File: src/hdl/kbkc_pkg.sv
`timescale 1ns / 1ps

package kbkc_pkg;

   localparam int KEY_ROUNDS = 4;

   localparam int BYTE_W    = 8;
   localparam int DATA_W    = 8;
   localparam int KEY_W     = 64;
   localparam int ROUND_W   = 16;
   localparam int POS_W     = 31;
   localparam int START_W   = 34;
   localparam int LEN_W     = 31;
   localparam int MULT_W    = 15;
   localparam int SIZE_W    = 23;
   localparam int SIZE3_W   = 24;
   localparam int CSR_IDX_W = 2;

   // Length divide by 102400 = 4096 * 25: shift out 12 bits, then multiply
   // by the rounded-up reciprocal of 25 scaled by 2^24. For 19-bit operands
   // the error term stays below one, so the quotient is exact.
   localparam int          DIV_SHIFT      = 12;
   localparam int          DIV_Y_W        = LEN_W - DIV_SHIFT;
   localparam int          RECIP_W        = 20;
   localparam int          DIV_PROD_SHIFT = 24;
   localparam logic [RECIP_W-1:0] RECIP_25 = RECIP_W'(671089);

   localparam logic [BYTE_W-1:0] SIZE_BIAS = BYTE_W'(3);

   localparam logic [CSR_IDX_W-1:0] CSR_CIPHER_KEY    = CSR_IDX_W'(0);
   localparam logic [CSR_IDX_W-1:0] CSR_BUFFER_LENGTH = CSR_IDX_W'(1);
   localparam logic [CSR_IDX_W-1:0] CSR_DECRYPT_MODE  = CSR_IDX_W'(2);

   typedef struct packed {
      logic [KEY_W-1:0]                     key;
      logic                                 decrypt;
      logic [KEY_ROUNDS-1:0][SIZE_W-1:0]    size;
      logic [KEY_ROUNDS-1:0][SIZE3_W-1:0]   size3;
   } cfg_type;

   typedef struct packed {
      logic [DATA_W-1:0]                 data;
      logic [KEY_ROUNDS-1:0][BYTE_W-1:0] s_lo;
      logic [BYTE_W-1:0]                 p_lo;
   } item_type;

endpackage

File: src/hdl/kbkc_csr.sv
`timescale 1ns / 1ps

module kbkc_csr (
   input  logic                               clock,
   input  logic                               reset,
   input  logic                               csr_valid,
   output logic                               csr_ready,
   input  logic [kbkc_pkg::CSR_IDX_W-1:0]     csr_index,
   input  logic [kbkc_pkg::KEY_W-1:0]         csr_wdata,
   output kbkc_pkg::cfg_type                  cfg
);
   import kbkc_pkg::*;

   logic [KEY_W-1:0]  key_ff;
   logic [MULT_W-1:0] mult_ff;
   logic [MULT_W-1:0] mult_in;
   logic              decrypt_ff;

   logic [DIV_Y_W-1:0]         len_hi;
   logic [DIV_Y_W+RECIP_W-1:0] len_prod;

   logic [KEY_ROUNDS-1:0][SIZE_W-1:0]  size_ff;
   logic [KEY_ROUNDS-1:0][SIZE_W-1:0]  size_in;
   logic [KEY_ROUNDS-1:0][SIZE3_W-1:0] size3_ff;
   logic [KEY_ROUNDS-1:0][SIZE3_W-1:0] size3_in;

   assign csr_ready = 1'b1;

   // The piece size multiplier is length / 102400 + 1, worked out once when
   // the length is written.
   assign len_hi   = csr_wdata[LEN_W-1:DIV_SHIFT];
   assign len_prod = len_hi * RECIP_25;
   assign mult_in  = len_prod[DIV_PROD_SHIFT +: MULT_W] + MULT_W'(1);

   always_ff @(posedge clock) begin
      if (reset) begin
         key_ff     <= '0;
         mult_ff    <= MULT_W'(1);
         decrypt_ff <= 1'b0;
      end else if (csr_valid) begin
         case (csr_index)
            CSR_CIPHER_KEY:    key_ff     <= csr_wdata;
            CSR_BUFFER_LENGTH: mult_ff    <= mult_in;
            CSR_DECRYPT_MODE:  decrypt_ff <= csr_wdata[0];
            default: begin
            end
         endcase
      end
   end

   // Piece size and three times the piece size for every round, kept in
   // registers so the request path sees only adds and compares.
   always_comb begin
      logic [BYTE_W:0]   factor;
      logic [BYTE_W+2:0] factor3;
      for (int r = 0; r < KEY_ROUNDS; r++) begin
         factor      = {1'b0, key_ff[ROUND_W*r +: BYTE_W]} + {1'b0, SIZE_BIAS};
         factor3     = {2'b00, factor} + {1'b0, factor, 1'b0};
         size_in[r]  = SIZE_W'(factor * mult_ff);
         size3_in[r] = SIZE3_W'(factor3 * mult_ff);
      end
   end

   always_ff @(posedge clock) begin
      size_ff  <= size_in;
      size3_ff <= size3_in;
   end

   assign cfg.key     = key_ff;
   assign cfg.decrypt = decrypt_ff;
   assign cfg.size    = size_ff;
   assign cfg.size3   = size3_ff;

endmodule

File: config.mk
export PLATFORM = sky130hd
export DESIGN_NAME = kbkc_csr
export DESIGN_NICKNAME = d
export VERILOG_FILES = /design/src/hdl/kbkc_pkg.sv /design/src/hdl/kbkc_csr.sv
export SDC_FILE = /design/constraint.sdc
export NUM_CORES = 2
export LEC_CHECK = 0
export ABC_AREA = 1
export BUFFER_PORTS_ARGS = -buffer_cell sky130_fd_sc_hd__buf_2
export CAP_MARGIN = 10
export CORE_MARGIN = 2
export CORE_UTILIZATION = 45
export CTS_BUF_LIST = sky130_fd_sc_hd__clkbuf_4 sky130_fd_sc_hd__clkbuf_8
export CTS_CLUSTER_SIZE = 30
export DETAILED_ROUTE_END_ITERATION = 16
export GPL_ROUTABILITY_DRIVEN = 0
export PLACE_DENSITY_LB_ADDON = 0.25
export SYNTH_ARGS = -nofsm -noshare
export SYNTH_HDL_FRONTEND = slang
export SYNTH_SLANG_ARGS = --single-unit
File: constraint.sdc
create_clock -name clock -period 21.2 [get_ports clock]
set_input_delay 2.12 -clock clock [delete_from_list [all_inputs] [get_ports clock]]
set_output_delay 2.12 -clock clock [all_outputs]
set_load 0.02 [all_outputs]
# Yosys cells after proc, flatten, opt, wreduce, memory -nomap -nowiden

Index checks and enable logic that the tools add are counted.

Register bits after elaboration: 268
Bits of input ports: 69
Output and inout port bits: 254
Logic and storage cells: 35

$add $sub $neg: 9
Multiply operators: 9
Equality and inequality tests: 2
Reduce and logical (&&, ||, !) cells: 4

Operator list:

| operator                                                               | number |
|---|---|
| 11-bit by 15-bit multiplier with 24-bit output                         | 4 |
| 9-bit by 15-bit multiplier with 23-bit output                          | 4 |
| 9-bit by 10-bit adder with 11-bit output                               | 4 |
| 19-bit by 20-bit multiplier with 39-bit output (second input constant) | 1 |
| 8-bit by 2-bit adder with 9-bit output (second input constant)         | 4 |
| 15-bit by 1-bit adder with 15-bit output (second input constant)       | 1 |
| 2-bit AND reduction                                                    | 3 |
| 2-bit by 1-bit equality test with 1-bit output (second input constant) | 1 |
| 2-bit equality test (second input constant)                            | 1 |
| 2-bit logical NOT                                                      | 1 |

# Logic depth before layout (Yosys ltp)

Depth after elaboration: 3
Depth in mapped cells: 42
Mapped depth without buffers: 39

# Worst setup path after synthesis

No wires, ideal clock.

Path type: register to register
Start point: reg key_ff[48]
End point: reg size3_ff (netlist bit cfg[89])
Arrival: 7212 ps
Required time: 21081 ps
Slack: 13869 ps
Stages on the path, launching flop included: 33
Buffers on the path: 3
Period minus slack after synthesis: 7331 ps
Path through: dfxtp_1 -> buf_2 -> inv_1 -> clkbuf_1 -> ha_1 -> or2_1 -> nor2_1 -> nand2_1 -> o21ai_0 -> nand2_1 -> inv_1 -> clkbuf_1 -> ha_1 -> a21oi_1 -> o21ai_0 -> or2_2 -> nand2_1 -> inv_1 -> nand2_1 -> fa_1 -> fa_1 -> inv_1 -> fa_1 -> fa_1 -> fa_1 -> ha_1 -> nand2_1 -> o21ai_0 -> o21bai_1 -> a31oi_1 -> o21ai_0 -> a31oi_1 -> xnor2_1

RTL lines:

| what                   | line           | RTL |
|---|---|---|
| from (decl)            | kbkc_csr.sv:14 | `logic [KEY_W-1:0] key_ff;` |
| from (signal assigned) | kbkc_csr.sv:42 | `CSR_CIPHER_KEY: key_ff <= csr_wdata;` |
| to (signal assigned)   | kbkc_csr.sv:66 | `size3_ff <= size3_in;` |
| to (decl)              | kbkc_csr.sv:24 | `logic [KEY_ROUNDS-1:0][SIZE3_W-1:0] size3_ff;` |

==> results by group <==
Worst setup path
  – Crit-path slowest cell: xor2_1
  – Most frequent CP cell: fa_1
  – Critical Path AT: roughly 8.9 ns
  – Crit path depth: 28
  – Crit path buf inv count: 4
  – Worst setup SP type: flip-flop
  – Worst r2r path cells: 28
  – Worst path required time: between 20 and 25 ns
  – Crit path max-delay family: adder cells
  – Endpoint type of the worst setup path: flip-flop
  – Max FO, Critical Path: 13
  – Critical path's largest stage delay: 0.57 ns
  – Type of the worst setup path: flip-flop to flip-flop

Drt
  – DRC viols: 0
  – Iter 0 DRT Violations: a little under 3000
  – Avg WL per Cell: around 18 um
  – Routed Antenna Nets: 0
  – Drt total wl: between 100000 and 150000 um
  – Vias: between 40000 and 50000
  – DR vias/cell: 5.13
  – DR pass1 iterations: 6

Clock network
  – Clk buf depth: 3
  – CTS root buf: clkbuf_8
  – Clk_lat worst skew: between 0.7 and 0.8 ns
  – Total CTS buffers: 51
  – Post-cts sizing count: 0
  – H-tree depth: 2
  – Clk slew on worst S/H paths: roughly 0.060 ns
  – Clock sinks: roughly 260
  – TritonCTS clock tree: done
  – CTS Hold Buffers Added: 0
  – Number of setup buffers added after CTS: 0

STA
  – Fmax: between 100 and 150 MHz
  – Slew Limit Headroom: 0.208
  – Final Max Tran Viols: 0
  – Hold WS: between 0.4 and 0.5 ns
  – Worst-margin pin slew: 1.19 ns
  – Final Skew: about 0.054 ns
  – Setup-failing EPs final: 0
  – Final TNS setup: 0 ns
  – Hold Fails Final Rpt: 0
  – Tcrit/Tclk final: 0.394
  – RSZ-0062 raised after global routing: no
  – Fin crit period: around 8.4 ns

Floorplanning
  – Die Area: about 120000 um^2
  – Row count: between 100 and 150
  – Die Y: roughly 340 um
  – I/O pin total: 323
  – Core footprint: approximately 110000 um^2
  – Die X: approximately 340 um
  – Initial Util: 0.455

Finish
  – Reg area: roughly 5300 um^2
  – Share of cells above drive strength 1: 0.0844
  – Area growth syn-to-layout: 8.10%
  – Most frequent cells in the layout: inv_1, nand2_1, fa_1
  – Fillers: 11213
  – Commonest non-fill, non-tap cell in the layout: inv_1
  – Multi-input gate area: between 30000 and 40000 um^2
  – Final nets: between 8000 and 9000

Synthesis
  – Async S/R FF share, synth: 0
  – Syn Nets: 8003
  – Sequential area share after synthesis: 0.103
  – EDFF count, synth: 0
  – Synthesized cell area: slightly above 50000 um^2
  – Netlist cell types: just under 60
  – Most used DFF post-synth: dfxtp_1
  – Mean post-synth cell area: ~8 um^2
  – Post-Synthesis Cells: about 6400
  – Seq cells post-synth: about 260
  – Synth Warn #: 0

Global route
  – Global-route wire length before repair: about 240000 um
  – Remaining global-route overflow: 0
  – Initial antenna violation count: 9
  – All-Layer GR Usage: 0.261
  – Largest net degree at the start of global routing: 69
  – Number of global-route vias before repair: 43619

Place
  – Number of buffers added on ports: 321
  – Post-DP HPWL: about 120000 um

Min path
  – Hold depth: 2
  – Min-Delay Path Class: flip-flop to flip-flop

Power
  – Leakage Power: 30.1 nW
  – Reg power frac: 0.122
  – Maximum vdd drop: roughly 150 uV
  – P_sw: ~3.2 mW
  – Combinational power share: 0.772
  – Int Power: 2.39 mW
  – Clock power share: 0.105
  – Net Sw Frac: 0.572
  – Power per cell area: 100 nW/um^2
  – Power, Total: 5.58 mW

Run status
  – Outcome: completed

Job
  – Max-cap violations: 0
## final cells by class
class | count | share of cell area
clock inverters | 17 | 0.00327
clock buffers | 75 | 0.0176
multi-input cells | 4386 | 0.712
flip-flops and latches | 264 | 0.0954
diodes | 3 | 0.000135
inverters | 1538 | 0.104
well taps | 1500 | 0.0338
repair buffers | 359 | 0.0343
## worst reg2reg max path: cells and delay by family (launching register included)
family | cells | cell delay (ns)
xor gates and xnor gates | 2 | 0.72
buffers and inverters | 4 | 0.64
DFF | 1 | 0.51
adders and majority gates | 8 | 3.49
and+or+nand+nor | 6 | 1.18
AOI/OAI and AO/OA | 8 | 1.70
## worst paths after layout
path                                 start         end  slack (ns)
worst max-delay path            key_ff[48]     cfg[89]       12.84
worst min-delay path            decrypt_ff  decrypt_ff        0.46
worst max register to register  key_ff[48]     cfg[89]       12.84
worst min register to register  decrypt_ff  decrypt_ff        0.46
## metal layers
layer | global-route usage | part of all wire | vias to the layer above
met3 | 0.0487 | 0.084 | 273
met4 | 0.0855 | 0.034 | 6
li1 | - | - | 19337
met1 | 0.337 | 0.41 | 20574
met2 | 0.441 | 0.47 | 1542
met5 | 0 | 0.00026 | -
## cells by family after synthesis
logic type      share of synthesized area
simple gates                        0.168
buf+inv                             0.128
fa+ha+maj                           0.515
compound gates                     0.0527
flops                               0.103
xor+xnor                           0.0333
other cells                     0.0000730
## stage by stage
step,setup slack (ns),util,instance area [um^2],cells
CTS,12.97,0.492,55600,8139
finish,12.84,0.492,55600,8142
detailed placement,13.02,0.482,54400,8047
floorplan,13.87,-,51400,6392
global route,12.20,0.492,55600,8141
global placement,13.21,0.482,54400,8047
## registers in the layout, indices dropped and copies added (netlist names)
name / count
key_ff: 64
cfg: 184
decrypt_ff: 1
mult_ff: 15
## cell usage after synthesis, drive strengths merged, types with 42 or more instances
cell type | instances | area [um^2]
o21ai | 173 | 870
a21oi | 242 | 1220
nand3 | 110 | 583
nand2 | 1325 | 5040
fa | 954 | 19100
clkbuf | 161 | 604
xnor2 | 70 | 613
xor2 | 121 | 1100
dfxtp | 264 | 5290
nor2 | 640 | 2520
buf | 42 | 194
inv | 1531 | 5750
ha | 588 | 7360
## power groups by stage
stage	combinational (mW)	clock, mW	sequential [mW]
2_1_floorplan	2.99	0	0.824
3_3_place_gp	4.26	0	0.696
3_5_place_dp	4.30	0	0.697
4_1_cts	4.33	0.612	0.687
5_1_grt	4.89	0.631	0.695
6_report	4.31	0.588	0.684
No activity file was read; power rests on OpenSTA's default activity.
