<file path="src/hdl/kbkc_pkg.sv">
`timescale 1ns / 1ps

package kbkc_pkg;

   localparam int KEY_ROUNDS = 4;

   localparam int BYTE_W    = 8;
   localparam int DATA_W    = 8;
   localparam int KEY_W     = 64;
   localparam int ROUND_W   = 16;
   localparam int POS_W     = 31;
   localparam int START_W   = 34;
   localparam int LEN_W     = 31;
   localparam int MULT_W    = 15;
   localparam int SIZE_W    = 23;
   localparam int SIZE3_W   = 24;
   localparam int CSR_IDX_W = 2;

   // Length divide by 102400 = 4096 * 25: shift out 12 bits, then multiply
   // by the rounded-up reciprocal of 25 scaled by 2^24. For 19-bit operands
   // the error term stays below one, so the quotient is exact.
   localparam int          DIV_SHIFT      = 12;
   localparam int          DIV_Y_W        = LEN_W - DIV_SHIFT;
   localparam int          RECIP_W        = 20;
   localparam int          DIV_PROD_SHIFT = 24;
   localparam logic [RECIP_W-1:0] RECIP_25 = RECIP_W'(671089);

   localparam logic [BYTE_W-1:0] SIZE_BIAS = BYTE_W'(3);

   localparam logic [CSR_IDX_W-1:0] CSR_CIPHER_KEY    = CSR_IDX_W'(0);
   localparam logic [CSR_IDX_W-1:0] CSR_BUFFER_LENGTH = CSR_IDX_W'(1);
   localparam logic [CSR_IDX_W-1:0] CSR_DECRYPT_MODE  = CSR_IDX_W'(2);

   typedef struct packed {
      logic [KEY_W-1:0]                     key;
      logic                                 decrypt;
      logic [KEY_ROUNDS-1:0][SIZE_W-1:0]    size;
      logic [KEY_ROUNDS-1:0][SIZE3_W-1:0]   size3;
   } cfg_type;

   typedef struct packed {
      logic [DATA_W-1:0]                 data;
      logic [KEY_ROUNDS-1:0][BYTE_W-1:0] s_lo;
      logic [BYTE_W-1:0]                 p_lo;
   } item_type;

endpackage

</file>
<file path="src/hdl/kbkc_advance.sv">
`timescale 1ns / 1ps

module kbkc_advance (
   input  logic                           clock,
   input  logic                           reset,
   input  logic                           req_valid,
   output logic                           req_stall,
   input  logic [kbkc_pkg::DATA_W-1:0]    req_data_in,
   input  logic                           req_first_byte,
   input  kbkc_pkg::cfg_type              cfg,
   output logic                           item_valid,
   input  logic                           item_ready,
   output kbkc_pkg::item_type             item
);
   import kbkc_pkg::*;

   logic              in_valid_ff;
   logic [DATA_W-1:0] in_data_ff;
   logic              in_first_ff;

   logic              item_valid_ff;
   item_type          item_ff;
   item_type          item_in;

   logic [POS_W-1:0]   pos_ff;
   logic [POS_W-1:0]   base_pos;
   logic [POS_W-1:0]   pos_in;
   logic               wrap;
   logic [START_W-1:0] start_ff [KEY_ROUNDS];
   logic [START_W-1:0] s_new    [KEY_ROUNDS];
   logic [START_W-1:0] last_bit;

   logic stage_free;
   logic move;
   logic in_free;

   assign stage_free = !item_valid_ff || item_ready;
   assign move       = in_valid_ff && stage_free;
   assign in_free    = !in_valid_ff || move;
   assign req_stall  = !in_free;

   assign base_pos = in_first_ff ? '0 : pos_ff;
   assign last_bit = {base_pos, 3'b111};
   assign pos_in   = base_pos + POS_W'(1);
   assign wrap     = (pos_in == '0);

   // Each round moves its piece start forward by whole pieces while the
   // next piece still begins at or before the last bit of this byte, at
   // most three pieces. The three candidates are compared side by side.
   always_comb begin
      logic [START_W:0] base;
      logic [START_W:0] c1;
      logic [START_W:0] c2;
      logic [START_W:0] c3;
      logic [START_W:0] lim;
      lim = {1'b0, last_bit};
      for (int r = 0; r < KEY_ROUNDS; r++) begin
         base = in_first_ff ? '0 : {1'b0, start_ff[r]};
         c1   = base + (START_W+1)'(cfg.size[r]);
         c2   = base + ((START_W+1)'(cfg.size[r]) << 1);
         c3   = base + (START_W+1)'(cfg.size3[r]);
         if (c3 <= lim) begin
            s_new[r] = c3[START_W-1:0];
         end else if (c2 <= lim) begin
            s_new[r] = c2[START_W-1:0];
         end else if (c1 <= lim) begin
            s_new[r] = c1[START_W-1:0];
         end else begin
            s_new[r] = base[START_W-1:0];
         end
      end
   end

   always_comb begin
      item_in.data = in_data_ff;
      item_in.p_lo = base_pos[BYTE_W-1:0];
      for (int r = 0; r < KEY_ROUNDS; r++) begin
         item_in.s_lo[r] = s_new[r][BYTE_W-1:0];
      end
   end

   always_ff @(posedge clock) begin
      if (reset) begin
         in_valid_ff   <= 1'b0;
         item_valid_ff <= 1'b0;
         pos_ff        <= '0;
         for (int r = 0; r < KEY_ROUNDS; r++) begin
            start_ff[r] <= '0;
         end
      end else begin
         if (in_free) begin
            in_valid_ff <= req_valid;
         end
         if (stage_free) begin
            item_valid_ff <= in_valid_ff;
         end
         if (move) begin
            pos_ff <= pos_in;
            for (int r = 0; r < KEY_ROUNDS; r++) begin
               start_ff[r] <= wrap ? '0 : s_new[r];
            end
         end
      end
   end

   always_ff @(posedge clock) begin
      if (in_free && req_valid) begin
         in_data_ff  <= req_data_in;
         in_first_ff <= req_first_byte;
      end
      if (move) begin
         item_ff <= item_in;
      end
   end

   assign item_valid = item_valid_ff;
   assign item       = item_ff;

endmodule

</file>
<file path="config.mk">
export PLATFORM = sky130hd
export DESIGN_NAME = kbkc_advance
export DESIGN_NICKNAME = d
export VERILOG_FILES = /design/src/hdl/kbkc_pkg.sv /design/src/hdl/kbkc_advance.sv
export SDC_FILE = /design/constraint.sdc
export NUM_CORES = 2
export LEC_CHECK = 0
export ABC_AREA = 1
export ABC_CLOCK_PERIOD_IN_PS = 5930
export BUFFER_PORTS_ARGS = -buffer_cell sky130_fd_sc_hd__buf_2
export CAP_MARGIN = 20
export CORE_MARGIN = 10
export CORE_UTILIZATION = 30
export DETAILED_ROUTE_END_ITERATION = 12
export PLACE_DENSITY = 0.54
export REMOVE_ABC_BUFFERS = 1
export SETUP_SLACK_MARGIN = 0.5
export SKIP_CTS_REPAIR_TIMING = 1
export SLEW_MARGIN = 15
export SYNTH_ARGS = -nofsm -noshare
export SYNTH_HDL_FRONTEND = slang
export SYNTH_SLANG_ARGS = --single-unit
export TNS_END_PERCENT = 30
</file>
<file path="constraint.sdc">
create_clock -name clock -period 5.93 [get_ports clock]
set_clock_uncertainty 0.05 [all_clocks]
set_input_delay 0.593 -clock clock [delete_from_list [all_inputs] [get_ports clock]]
set_output_delay 0.593 -clock clock [all_outputs]
set_load 0.02 [all_outputs]
</file>
* After elaboration in Yosys (flattened, before gate mapping)
Memory sizes are Yosys's and may differ from the RTL's. Index checks and enable logic that the tools add are counted.
Cells by class: magnitude comparators 12, muxes and demuxes 30, reductions and logical operators 8, bitwise gates (word level) 4, $add $sub $neg 13
Operators by type and width (number):
- 2-to-1 mux 34 bit | 24
- <= comparator 35 x 34 -> 1 bit | 12
- adder 34 x 24 -> 35 bit | 8
- adder 34 x 23 -> 35 bit | 4
- adder 31 x 1 -> 31 bit (second input constant) | 1
- logical NOT 31 bit | 1
- 2-to-1 mux 31 bit | 1
- 2-to-1 mux 1 bit | 5
- bitwise OR 1 bit | 4
- logical NOT 1 bit | 3
- logical AND 1 bit | 2
- logical OR 1 bit | 2
Word-level totals: memories 1, word-level logic and storage cells 79, output and inout port bits 50, register bits 90, input bits 266, bits in writable memories 136
Memory list:
- start_ff | depth 4, bits a word 34, rd ports 4, clocked after Yosys merged registers in 0, wr ports 4, RTL line kbkc_advance.sv:29 | logic [START_W-1:0] start_ff [KEY_ROUNDS];

* Logic depth before layout (Yosys ltp)
An unclocked memory read counts as a cell.
depth after elaboration 9, depth in mapped cells 46, depth with buffers taken out 42

* Worst setup path after synthesis
No wires, ideal clock.
kind register to register, start register in_first_ff, end memory start_ff[3][4], data pin, arrival 5946 ps, setup time 266 ps, required time 5614 ps, stages on the path, launching flop included 44, slack -332 ps, cell sequence edfxtp_1 -> buf_6 -> buf_6 -> buf_6 -> buf_6 -> buf_4 -> clkbuf_1 -> clkbuf_1 -> clkbuf_1 -> clkbuf_1 -> nor2_1 -> ha_1 -> nand2_1 -> nor2_1 -> inv_1 -> nor4_1 -> nand2_1 -> nand2_1 -> (+8 left out) -> a211oi_1 -> nor2_1 -> a21oi_1 -> nand3_1 -> nand2_1 -> nand2_1 -> nand2_1 -> nand2_1 -> nand2_1 -> nand2_1 -> nand2_1 -> nand2_2 -> inv_2 -> buf_6 -> buf_2 -> nand2_1 -> nand2_1 -> nor2_1
RTL lines:
- start, declared | RTL line kbkc_advance.sv:19 | logic in_first_ff;
- start signal, assigned | RTL line kbkc_advance.sv:109 | in_first_ff <= req_first_byte;
- end, declared | RTL line kbkc_advance.sv:29

==> out/summary.json <==
{
  "async_reset_ff_share_pct": 0,
  "timing_worst_setup_path_type": "flip-flop to flip-flop",
  "post-route-drc-count": 0,
  "design_area_sq_mm": 0.0494,
  "timing.critical_path.from": "in_first_ff$_DFFE_PP_",
  "dp_cells": 8792,
  "slew_headroom_pct": 34.2,
  "hold_path.class": "primary input to flip-flop",
  "stdcell_count": 8905,
  "h_tree_level_count": 2,
  "worst_hold_slack_ns": 0.113,
  "critical_path_required_ns": 6.22,
  "grt_setup_unrepaired": "true",
  "initial_utilization_pct": 30.3,
  "critPathLaunchType": "flip-flop",
  "drt.antenna.violating_nets": 0,
  "cts_tree": "done",
  "synth_compound_area_share_pct": 16.3,
  "firstDrtPassIters": 8,
  "gp_routability_congestion": 0.974,
  "route.final.wire_length_mm": 185,
  "postSynthRegisterBits": 226,
  "tightestPinTransition_ns": 0.985,
  "placed_inst_area_sq_mm": 0.0466,
  "area_growth_pct": 20.0,
  "drive_gt1_share_pct": 13.7,
  "synth.lib_cells_used.distinct": 60,
  "synth_top_family_by_area": "simple AND/OR/NAND/NOR gates",
  "synthFlopType": "edfxtp_1",
  "floorplan.io_pins": 316,
  "timing_hold_violations_final": 0,
  "cell_with_the_largest_stage_delay_on_the_worst_path": "edfxtp_1",
  "clk_transition_reported_paths_ns": 0.06,
  "synth_area_leader_cell": "ha_1",
  "post-synth-top-count-cell": "nand2_1",
  "placeableCoreArea_sq_mm": 0.136,
  "die_h_microns": 391,
  "cts_buffer_depth": 3,
  "grt_start_max_net_pins": 126,
  "synth_area_per_cell_sq_um": 6.25,
  "wire_length_of_the_first_global_routing_pass_mm": 270,
  "nFillCells": 14932,
  "final_core_utilization_pct": 36.3,
  "clk_latency_ns": 0.63,
  "grt_pass1_vias": 44059,
  "dr_total_vias": 46449,
  "finalSetupTns_ns": 0,
  "critical_path.reg2reg.startpoint": "in_first_ff$_DFFE_PP_",
  "post_synth_most_frequent_cells": "nand2_1 (1653), inv_1 (967), nor2_1 (688)",
  "post_synthesis_sequential_area_ratio_pct": 15.7,
  "worst_path_most_repeated_cell": "nand2_1",
  "initial_antenna_violation_count": 8,
  "mux_contribution_to_synthesized_area_pct": 0,
  "final.setup.worst_slack_ns": 0.253,
  "row_count": 135,
  "synth-edff-count": 193,
  "final-setup-viol-count": 0,
  "peakVddDrop_v": 0.000176,
  "clkSinkCount": 226,
  "synth_simple_gate_area_share_pct": 31.3,
  "port_buffers": 250,
  "timing.hold.worst.start": "req_data_in[3]",
  "max_freq_mhz": 176,
  "die_area_sq_mm": 0.153,
  "track_usage_pct": 22.8,
  "power_mw": 10.1,
  "critical-path-max-stage-delay_ns": 0.51,
  "synth.top_cells.by_area": "ha_1 (18%), nand2_1 (15%), edfxtp_1 (14%), inv_1 (8.8%), a21oi_1 (7.0%)",
  "synth-xor-area-share_pct": 8.06,
  "power_per_cell_area_mw_per_mm2": 204,
  "preCtsSetupSlack_ns": -0.0662,
  "chipWidth_microns": 391,
  "critical_path.endpoint_type": "flip-flop",
  "cts_buffers": 37,
  "maxCapViolCount": 0,
  "drv_slew": 0,
  "fin_crit_share_pct": 95.7,
  "vias_per_cell": 5.22,
  "place_hpwl_mm": 150,
  "drt_iter0_drc": 3897,
  "power.leakage_nw": 24.7,
  "synth_top_area_share_pct": 17.8,
  "combined_area_of_all_synthesized_cells_sq_mm": 0.0412,
  "synth.yosys.warnings": 0,
  "clock-root-buffer": "clkbuf_16",
  "yosys.area_share.adder_pct": 18.0,
  "worstPathMaxFanout": 22,
  "run_status": "finished clean",
  "num-nets-final": 7949,
  "route.detailed.wl_per_inst_microns": 20.8,
  "post_synth_inst_count": 6587,
  "global_route.overflow_total": 0,
  "worst-endpoint-arrival_ns": 5.97,
  "period_minus_slack_ns": 5.68
}
==> final cells by class <==
cell class                      instances  area, sq um  area share, %
Clock buffer                           50         1070           2.16
Inverter                              992         3760           7.60
Multi-Input combinational cell       5251        31300           63.4
Timing Repair Buffer                  585         4410           8.93
Sequential cell                       226         6460           13.1
Clock inverter                         18          156          0.317
Tap cell                             1781         2230           4.51
Antenna cell                            2         5.00         0.0101
==> worst paths after layout <==
kind         cells after the start                           end  slack, ns
min                              1       in_data_ff[3]$_DFFE_PP_       0.11
max reg2reg                     37  start_ff[2][7]$_SDFFCE_PP0P_       0.25
max                             37  start_ff[2][7]$_SDFFCE_PP0P_       0.25
min reg2reg                      0            item[47]$_DFFE_PP_       0.35
==> per-layer routing <==
layer	track usage [%]	up-vias	routed length (microns)
met3	2.70	214	12100
met4	6.40	6	5210
met1	31.5	21804	85200
met5	0	-	44
met2	37.0	1580	82700
li1	-	22845	-
==> power breakdown <==
group | leakage [nW] | switching, mW | internal (mW)
clock | 0.603 | 1.02 | 1.32
sequential | 2.25 | 0.0438 | 1.90
combinational | 21.8 | 3.72 | 2.09
==> logic make-up (layout without fill, tap and decap cells) <==
family          after synthesis  in the layout
compound gates             1219           1219
xor+xnor                    379            379
fa+ha+maj                   590            590
buf+inv                    1110           1645
flops                       226            226
other cells                   0              2
simple gates               3063           3063
==> flip-flops by register name, indices dropped and copies added, names as in the netlist <==
register,cells
in_first_ff,1
in_data_ff,8
in_valid_ff,1
item,48
pos_ff,31
start_ff,136
item_valid,1
==> layout by cell type, fill, tap and decap left out, types with 30 or more instances in the layout <==
| cell | count |
|---|---|
| nand2_1 | 1615 |
| nor3_1 | 75 |
| o21ai_0 | 351 |
| nor2_1 | 655 |
| nor2_2 | 41 |
| buf_4 | 280 |
| edfxtp_1 | 193 |
| nand3_1 | 339 |
| dfxtp_1 | 33 |
| nand4_1 | 93 |
| nor4_1 | 34 |
| or2_2 | 49 |
| ha_1 | 578 |
| o211ai_1 | 40 |
| clkbuf_16 | 49 |
| xnor2_1 | 73 |
| a21oi_1 | 551 |
| o21ai_1 | 30 |
| nand2_2 | 48 |
| o21bai_1 | 39 |
| buf_2 | 250 |
| xor2_1 | 289 |
| inv_1 | 963 |
| buf_12 | 32 |
==> worst max-delay path, delay by kind of cell, from the launching register on <==
kind            cells  cell delay [ns]
compound gates      5             0.94
fa+ha+maj           2             0.59
flops               1             0.51
simple gates       21             2.13
buf+inv             9             1.13
Note: power is estimated with default switching activity, not from simulation.
