File: config.mk
export PLATFORM = sky130hd
export DESIGN_NAME = kbkc_mix
export DESIGN_NICKNAME = d
export VERILOG_FILES = /design/src/hdl/kbkc_pkg.sv /design/src/hdl/kbkc_mix.sv
export SDC_FILE = /design/constraint.sdc
export NUM_CORES = 1
export LEC_CHECK = 0
export BUFFER_PORTS_ARGS = -buffer_cell sky130_fd_sc_hd__buf_2
export CORE_ASPECT_RATIO = 0.9
export CORE_MARGIN = 2
export CORE_UTILIZATION = 45
export DETAILED_ROUTE_END_ITERATION = 12
export HOLD_SLACK_MARGIN = 0.05
export PLACE_DENSITY = 0.82
export SYNTH_ARGS = -nofsm -noshare
export SYNTH_HDL_FRONTEND = slang
export SYNTH_SLANG_ARGS = --single-unit
File: constraint.sdc
create_clock -name clock -period 11.2 [get_ports clock]
set_input_delay 2.24 -clock clock [delete_from_list [all_inputs] [get_ports clock]]
set_output_delay 2.24 -clock clock [all_outputs]
set_load 0.05 [all_outputs]
File: src/hdl/kbkc_pkg.sv
`timescale 1ns / 1ps

package kbkc_pkg;

   localparam int KEY_ROUNDS = 4;

   localparam int BYTE_W    = 8;
   localparam int DATA_W    = 8;
   localparam int KEY_W     = 64;
   localparam int ROUND_W   = 16;
   localparam int POS_W     = 31;
   localparam int START_W   = 34;
   localparam int LEN_W     = 31;
   localparam int MULT_W    = 15;
   localparam int SIZE_W    = 23;
   localparam int SIZE3_W   = 24;
   localparam int CSR_IDX_W = 2;

   // Length divide by 102400 = 4096 * 25: shift out 12 bits, then multiply
   // by the rounded-up reciprocal of 25 scaled by 2^24. For 19-bit operands
   // the error term stays below one, so the quotient is exact.
   localparam int          DIV_SHIFT      = 12;
   localparam int          DIV_Y_W        = LEN_W - DIV_SHIFT;
   localparam int          RECIP_W        = 20;
   localparam int          DIV_PROD_SHIFT = 24;
   localparam logic [RECIP_W-1:0] RECIP_25 = RECIP_W'(671089);

   localparam logic [BYTE_W-1:0] SIZE_BIAS = BYTE_W'(3);

   localparam logic [CSR_IDX_W-1:0] CSR_CIPHER_KEY    = CSR_IDX_W'(0);
   localparam logic [CSR_IDX_W-1:0] CSR_BUFFER_LENGTH = CSR_IDX_W'(1);
   localparam logic [CSR_IDX_W-1:0] CSR_DECRYPT_MODE  = CSR_IDX_W'(2);

   typedef struct packed {
      logic [KEY_W-1:0]                     key;
      logic                                 decrypt;
      logic [KEY_ROUNDS-1:0][SIZE_W-1:0]    size;
      logic [KEY_ROUNDS-1:0][SIZE3_W-1:0]   size3;
   } cfg_type;

   typedef struct packed {
      logic [DATA_W-1:0]                 data;
      logic [KEY_ROUNDS-1:0][BYTE_W-1:0] s_lo;
      logic [BYTE_W-1:0]                 p_lo;
   } item_type;

endpackage

File: src/hdl/kbkc_mix.sv
`timescale 1ns / 1ps

module kbkc_mix (
   input  logic                           clock,
   input  logic                           reset,
   input  kbkc_pkg::cfg_type              cfg,
   input  logic                           item_valid,
   output logic                           item_ready,
   input  kbkc_pkg::item_type             item,
   output logic                           rsp_valid,
   input  logic                           rsp_stall,
   output logic [kbkc_pkg::DATA_W-1:0]    rsp_data_out
);
   import kbkc_pkg::*;

   logic              rsp_valid_ff;
   logic [DATA_W-1:0] rsp_data_ff;
   logic [BYTE_W-1:0] key_sum;
   logic [DATA_W-1:0] data_in;

   assign item_ready = !rsp_valid_ff || !rsp_stall;

   // Only the low byte of every term survives, so the piece start, piece
   // size and position enter as their low bytes.
   always_comb begin
      logic [BYTE_W-1:0]   off;
      logic [BYTE_W-1:0]   sz;
      logic [BYTE_W-1:0]   s;
      logic [2*BYTE_W-1:0] prod;
      logic [BYTE_W-1:0]   h;
      key_sum = '0;
      for (int r = 0; r < KEY_ROUNDS; r++) begin
         off = cfg.key[ROUND_W*r+BYTE_W +: BYTE_W];
         if (off == '0) begin
            off = BYTE_W'(1);
         end
         sz   = cfg.size[r][BYTE_W-1:0];
         s    = item.s_lo[r];
         prod = off * s;
         h    = prod[BYTE_W-1:0] + s - (sz & s) + (off | s) + (BYTE_W'(r) | sz);
         key_sum = key_sum + h + (off | item.p_lo);
      end
   end

   assign data_in = cfg.decrypt ? (item.data - key_sum) : (item.data + key_sum);

   always_ff @(posedge clock) begin
      if (reset) begin
         rsp_valid_ff <= 1'b0;
      end else if (item_ready) begin
         rsp_valid_ff <= item_valid;
      end
   end

   always_ff @(posedge clock) begin
      if (item_ready && item_valid) begin
         rsp_data_ff <= data_in;
      end
   end

   assign rsp_valid    = rsp_valid_ff;
   assign rsp_data_out = rsp_data_ff;

endmodule

; Word-level counts from Yosys, hierarchy flattened
; Index checks and enable logic that the tools add are counted.
[word_totals]
ff_bits = 9
output_inout_bits = 10
elab_cells = 56
[classes]
add_sub_neg = 25
multipliers = 4
n_mux = 5
n_bitwise = 12
reduce_logical = 8
[op_table]
columns = operator, count
row1 = $add 8x8->8, 20
row2 = $or 8x8->8, 8
row3 = $mux 8, 5
row4 = $sub 8x8->8, 5
row5 = $and 8x8->8, 4
row6 = $logic_not 8->1, 4
row7 = $mul 8x8->8, 4
row8 = $logic_not 1->1, 2
row9 = $logic_and 1x1->1, 1
row10 = $logic_or 1x1->1, 1

; Logic depth before layout (Yosys ltp)
; Gate-level depths: netlist of run 1.
[depth]
depth_word = 16
ltp_mapped = 30
mapped_depth_nobuf = 29

; Worst setup path before layout of run 1
; OpenSTA, ideal clock, no wires.
[synth_path]
path_type = input port to flip-flop
startpoint = input cfg[231] (netlist name)
endpoint = register rsp_data_ff[7] (netlist: rsp_data_out[7]), data pin
arrival_ps = 9294
t_required_ps = 10932
path_slack_ps = 1638
stages = 26
path_buffers = 1
cell_sequence = clkbuf_1 -> nor4_1 -> a21o_1 -> nor2_1 -> fa_1 -> inv_1 -> fa_1 -> inv_1 -> fa_1 -> fa_1 -> fa_1 -> fa_1 -> inv_1 -> fa_1 -> fa_1 -> fa_1 -> ha_1 -> inv_1 -> fa_1 -> xnor2_1 -> nor3b_1 -> a31oi_1 -> xor2_1 -> ha_1 -> a21oi_1 -> xnor3_1
[synth_between]
elab_chain_cells = 13
elab_cells_between_ends = 16
classes_between = add/sub: 10 / mul: 1 / mux: 2 / bitwise: 2 / reduce/logical: 1
[synth_lines]
columns = element, line
row1 = start: declaration, kbkc_mix.sv:6  ; input kbkc_pkg::cfg_type cfg,
row2 = $logic_not 8->1, kbkc_mix.sv:34  ; if (off == '0) begin
row3 = $mux 8 *, kbkc_mix.sv:34
row4 = $mul 8x8->8, kbkc_mix.sv:39  ; prod = off * s;
row5 = $add 8x8->8, kbkc_mix.sv:40  ; h = prod[BYTE_W-1:0] + s - (sz & s) + (off | s) + (BYTE_W'(r) | sz);
row6 = $sub 8x8->8, kbkc_mix.sv:40
row7 = $add 8x8->8 (2 in series), kbkc_mix.sv:40
row8 = $add 8x8->8, kbkc_mix.sv:41  ; key_sum = key_sum + h + (off | item.p_lo);
row9 = $add 8x8->8 * (3 in series), kbkc_mix.sv:41
row10 = $add 8x8->8 / $sub 8x8->8 (equally long branches), kbkc_mix.sv:45  ; assign data_in = cfg.decrypt ? (item.data - key_sum) : (item.data + key_sum);
row11 = $mux 8 *, kbkc_mix.sv:45
row12 = via data_in[7], kbkc_mix.sv:19  ; logic [DATA_W-1:0] data_in;
row13 = end signal: assignment, kbkc_mix.sv:57  ; rsp_data_ff <= data_in;
row14 = end: declaration, kbkc_mix.sv:17  ; logic [DATA_W-1:0] rsp_data_ff;
; The timed path passes the listed nets; every way through them passes the cells marked *.
; A chain may end at the register's enable or synchronous reset.

; Worst setup path in the final report of run 1
[layout_path]
startpoint = input cfg[199] (netlist name)
endpoint = register rsp_data_ff[7] (netlist: rsp_data_out[7]), data pin
[layout_between]
elab_chain_cells = 16
elab_cells_between_ends = 19
classes_between = add/sub: 13 / mul: 1 / mux: 2 / bitwise: 2 / reduce/logical: 1
[layout_lines]
columns = element, line
row1 = $logic_not 8->1, kbkc_mix.sv:34
row2 = $mux 8 *, kbkc_mix.sv:34
row3 = $mul 8x8->8, kbkc_mix.sv:39
row4 = $add 8x8->8, kbkc_mix.sv:40
row5 = $sub 8x8->8, kbkc_mix.sv:40
row6 = $add 8x8->8 (2 in series), kbkc_mix.sv:40
row7 = $add 8x8->8 * (7 in series), kbkc_mix.sv:41
row8 = $add 8x8->8 / $sub 8x8->8 (equally long branches), kbkc_mix.sv:45
row9 = $mux 8 *, kbkc_mix.sv:45
row10 = via data_in[7], kbkc_mix.sv:19
; Marks and branches as above.

==> summary.md, run 1 <==
| Metric | Value |
|---|---|
| Outcome | `finished clean` |
| First-pass GRT wire length | `between 30 and 40 mm` |
| Routed wire length | `between 20 and 25 mm` |
| Mapped Area | `a little under 9000 µm²` |
| FF+latch count, synth | `9` |
| Slowest stage cell, crit path | `a21oi_2` |
| Seq/Total Area, Yosys | `roughly 3%` |
| Dpl hpwl | `21.7 mm` |
| Avg Inst Size Synth | `8.89 µm²` |
| Cell mode on critical path | `fa_1` |
| Initial Util | `between 40% and 50%` |
| Clock slew at reported path FFs | `40 ps` |
| Fin. Hold Viols | `0` |
| Die W | `about 150 µm` |
| MaxCap Viol Count | `0` |
| GRT overflow | `0` |
| Initial DRC count | `439` |
| Dpl ws | `between 800 and 900 ps` |
| Critical path endpoint category | `register` |
| Clock Tree Buf Depth | `2` |
| Slew Limit Fails | `0` |
| TritonCTS Buffers | `3` |
| Routed Antenna Nets | `0` |
| Min-delay worst type | `reg -> reg` |
| GP Congestion | `approximately 1` |
| CTS resizes | `0` |
| Fin crit share | `90.6%` |
| DP Area | `9780 µm²` |
| Data arrival time of the critical path | `10100 ps` |
| Clk_skew | `4.66 ps` |
| Crit path largest cell delay | `around 560 ps` |
| Largest net degree at the start of global routing | `12` |
| Worst Path Required | `11160 ps` |
| Number of global-route vias before repair | `7466` |
| Die H | `roughly 140 µm` |
| # Post-CTS Setup Buffers | `0` |
| Share of layout cells above drive strength 1 | `between 10% and 20%` |
| Final min period | `10140 ps` |
| Die area | `20900 µm²` |
| Slew @ Worst Pin | `873 ps` |
| H-tree Lvls | `1` |
| CP Max Fanout | `9` |
| Most common cell after layout, fill and taps aside | `inv_1` |
| Fmax | `98.6 MHz` |
| Most frequent cells in the layout | `inv_1, fa_1, buf_2` |
| Post-DR vias/cell | `roughly 5.0` |
| RSZ-0062 raised after global routing | `no` |
| Nets | `1709` |
| Synth Instances | `999` |
| Number of diodes | `0` |
| Drt pass-1 iters | `5` |
| Crit Path Category | `in -> reg` |
| Worst setup SP type | `primary input` |
| Final setup fails | `0` |
| Core footprint | `19300 µm²` |
| Via count | `6817` |
| All-Layer GR Usage | `between 20% and 30%` |
| Hold_buf cts | `0` |
| Post-Route Setup TNS | `0 ps` |
| Worst setup margin | `1060 ps` |
| Routed len/inst | `17.9 µm` |
| # DRC | `0` |
| Clock sinks | `9` |
| CTS root buf | `clkbuf_16` |
| Synth warn | `0` |
| Initial antenna violation count | `0` |
| Design Area, Final | `slightly below 10000 µm²` |
| Final Non-Filler Cells | `approximately 1.4k` |
| I/O pin count | `315` |
| Library cells used by synthesis | `33` |
| CTS tree | `yes` |
| Dpl cells | `1361` |
| FP Rows | `48` |
| Net Count, Synth | `1592` |
| Area grow syn2layout | `10.9%` |
| I/O Buffers | `126` |
| Relative slew margins | `41.8%` |
| Clk_lat worst skew | `240 ps` |
[cell usage after synthesis]
| library cell | instances | area [µm²] |
|---|---|---|
| nor4_2 | 1 | 12.5 |
| o21ai_0 | 3 | 15.0 |
| and2_1 | 47 | 294 |
| nor3_1 | 6 | 30.0 |
| a21oi_1 | 11 | 55.1 |
| o21bai_1 | 1 | 7.51 |
| a21oi_2 | 1 | 8.76 |
| nor4_1 | 2 | 12.5 |
| a21o_1 | 6 | 45.0 |
| nor2_1 | 69 | 259 |
| edfxtp_1 | 8 | 240 |
| nor4_4 | 1 | 21.3 |
| buf_2 | 7 | 35.0 |
| o21ai_1 | 1 | 5.00 |
| clkbuf_1 | 11 | 41.3 |
| inv_1 | 283 | 1060 |
| xnor2_2 | 1 | 16.3 |
| nand2b_1 | 9 | 56.3 |
| dfxtp_1 | 1 | 20.0 |
| nor3b_1 | 1 | 7.51 |
| nand2_1 | 106 | 398 |
| nor2b_1 | 2 | 12.5 |
| or2_2 | 15 | 93.8 |
| xnor3_1 | 3 | 67.6 |
| a21boi_1 | 1 | 7.51 |
| ha_1 | 93 | 1160 |
| nand2b_4 | 1 | 13.8 |
| fa_1 | 195 | 3900 |
| a31oi_1 | 6 | 37.5 |
| buf_6 | 1 | 11.3 |
| xnor2_1 | 82 | 718 |
| mux2i_1 | 1 | 10.0 |
| xor2_1 | 23 | 201 |
[cell type report]
cell class	count	area, µm²
fillers	1770	9420
multi-input cells	688	7470
inverters	283	1060
clock buffers	4	78.8
well taps	250	313
repair buffers	131	668
flip-flops and latches	9	260
[worst max-delay path, delay by kind of cell]
family / cells / cell delay (ps)
adder cells (fa/ha/maj): 11 / 4750
buffers and inverters: 8 / 700
AND/OR/NAND/NOR: 3 / 390
AO/OA/AOI/OAI: 3 / 1010
XOR/XNOR: 3 / 970
[sequential cells by signal, indices dropped and copies added, names as in the netlist]
register	flops
rsp_data_out	8
rsp_valid	1
[logic make-up (layout without fill, tap and decap cells)]
group	after synthesis	count (layout)	synth area share (%)
AO/OA/AOI/OAI	30	30	2.04
adder cells (fa/ha/maj)	288	288	57.0
XOR/XNOR	109	109	11.3
AND/OR/NAND/NOR	260	260	13.6
flip-flops	9	9	2.93
multiplexers	1	1	0.113
buffers and inverters	302	418	12.9
[per-layer routing]
metal	track usage, %	up-vias	part of all wire [%]
li1	-	3087	-
met1	32.0	3303	40
met2	41.2	361	47
met3	4.97	66	9.7
met4	9.19	0	3.9
met5	0	-	0
[worst paths after layout]
kind | from | end | slack (ps) | cells after the start
max | cfg[199] | rsp_data_out[7] | 1060 | 28
min | rsp_valid | rsp_valid | 510 | 2
max reg2reg | rsp_valid | rsp_data_out[2] | 10150 | 2
min reg2reg | rsp_valid | rsp_valid | 510 | 2
[stage by stage]
step                hold slack, ps  util (%)
floorplan                      740         -
global placement               487      50.7
detailed placement             519      50.7
CTS                            526      51.1
global route                   577      51.1
finish                         515      51.1
Power of run 1 is not shown: default switching activity piles up to over one toggle a cycle in this logic, so the estimate is an artifact.
==> run 2, diff against run 1 <==
- CORE_MARGIN: 2 -> not set
- RECOVER_POWER: not set -> 25
==> run 2 against run 1 <==
Hold slack got worse by 3.5 ps; routed wire length increased by 0.43%; non-clock buffer count increased by 2; highest routed layer unchanged.
==> summary.md, run 2 (synthesized netlist as in run 1, its figures left out) <==
| Metric | Value |
|---|---|
| Nets | `1711` |
| Fin crit share | `89.1%` |
| Min-Delay Startpoint | `rsp_valid` |
| Hold Path Cell Cnt | `2` |
| Reg-to-Reg Start | `rsp_valid` |
| # DRC | `0` |
| Post-DR vias/cell | `5.08` |
| Critical path endpoint category | `register` |
| Via count | `between 6k and 7k` |
| Design Area, Final | `9870 µm²` |
| Data arrival time of the critical path | `9940 ps` |
| Die H | `135 µm` |
| H-tree Lvls | `1` |
| Dpl ws | `1000 ps` |
| Clock Tree Buf Depth | `2` |
| CTS tree | `yes` |
| Clock sinks | `9` |
| Worst setup margin | `1220 ps` |
| MaxCap Viol Count | `0` |
| Share of layout cells above drive strength 1 | `between 10 and 15%` |
| Relative slew margins | `48.9%` |
| Min-delay worst type | `reg -> reg` |
| FP Rows | `between 40 and 50` |
| Worst hold endpoint | `rsp_valid` |
| Slew @ Worst Pin | `767 ps` |
| Largest net degree at the start of global routing | `12` |
| RSZ-0062 raised after global routing | `no` |
| First-pass GRT wire length | `39.2 mm` |
| Initial DRC count | `393` |
| RR Endpoint | `rsp_data_out[3]` |
| TritonCTS Buffers | `3` |
| Clock slew at reported path FFs | `40 ps` |
| Fmax | `100 MHz` |
| Most frequent cells in the layout | `inv_1, fa_1, buf_2` |
| Outcome | `finished clean` |
| Drt pass-1 iters | `5` |
| GRT overflow | `0` |
| Worst Path Required | `11160 ps` |
| R2R depth | `2` |
| Routed wire length | `24.5 mm` |
| All-Layer GR Usage | `26.0%` |
| Initial antenna violation count | `1` |
| Largest register FFs | `8` |
| Hold_buf cts | `0` |
| Flop-to-flop setup slack | `~10000 ps` |
| CP Max Fanout | `7` |
| Die W | `150 µm` |
| Worst setup SP type | `primary input` |
| Clk_skew | `3.53 ps` |
| Crit Path Category | `in -> reg` |
| CTS resizes | `0` |
| I/O pin count | `between 300 and 400` |
| Final setup fails | `0` |
| Core footprint | `19300 µm²` |
| Final Non-Filler Cells | `1368` |
| Fin. Hold Viols | `0` |
| GP Congestion | `0.954` |
| Dpl cells | `1363` |
| Most common cell after layout, fill and taps aside | `inv_1` |
| Area grow syn2layout | `11.1%` |
| Post-Route Setup TNS | `0 ps` |
| Dpl hpwl | `21.6 mm` |
| Number of global-route vias before repair | `7535` |
| DP Area | `9790 µm²` |
| CTS root buf | `clkbuf_16` |
| Initial Util | `a little under half` |
| I/O Buffers | `126` |
| Routed len/inst | `17.9 µm` |
| Final min period | `~10000 ps` |
| Routed Antenna Nets | `0` |
| Die area | `20300 µm²` |
| Slew Limit Fails | `0` |
| # Post-CTS Setup Buffers | `0` |
| Clk_lat worst skew | `around 240 ps` |
[run 2: cell types whose count changed in the layout (fill, tap and decap cells not counted)]
cell	change
buf_4	+2
and2_0	+1
and2_1	-1
buf_2	-1
clkbuf_1	+1
diode_2	+1
[run 2: area by class of cell]
cell class | instances | area (µm²)
Fill cell | 1752 | 9410
Multi-Input combinational cell | 688 | 7470
Inverter | 283 | 1060
Timing Repair Buffer | 133 | 682
Tap cell | 250 | 313
Sequential cell | 9 | 260
Clock buffer | 4 | 78.8
Antenna cell | 1 | 2.50
[run 2: worst max-delay path, cell delays in order]
cell and delay [ps]:
buf_2 220, nor3_1 100, a21oi_2 550, nand2b_1 210, fa_1 410, inv_1 60, ha_1 230, inv_1 80
fa_1 480, fa_1 560, inv_1 50, fa_1 500, inv_1 60, fa_1 490, fa_1 500, inv_1 60
fa_1 510, inv_1 60, fa_1 470, inv_1 40, ha_1 310, a21o_1 170, a21oi_1 180, xnor3_1 430
xnor2_1 270, xnor2_1 160, xnor3_1 280, xnor3_1 250
[run 2: layer usage]
metal,vias to the layer above,routed length (µm),GRT usage (%)
met5,-,0,0
met4,0,1110,11.7
met3,77,2890,4.41
met2,418,11100,41.9
met1,3364,9470,34.5
li1,3092,-,-
[run 2: worst max path at each step]
| stage | to | slack (ps) | startpoint | cells after the start |
|---|---|---|---|---|
| CTS | rsp_data_out[7] | 1270 | cfg[215] | 26 |
| global placement | rsp_data_out[7] | 1070 | cfg[250] | 23 |
| finish | rsp_data_out[7] | 1220 | cfg[198] | 28 |
| global route | rsp_data_out[7] | 840 | cfg[231] | 26 |
| detailed placement | rsp_data_out[7] | 1000 | cfg[215] | 26 |
| floorplan | rsp_data_out[7] | 1640 | cfg[231] | 26 |
[run 2: stage by stage]
stage               hold slack (ps)  util, %
CTS                             520     51.2
floorplan                       740        -
global placement                484     50.8
finish                          511     51.2
detailed placement              511     50.8
global route                    578     51.2
Power of run 2 is left out for the same reason.
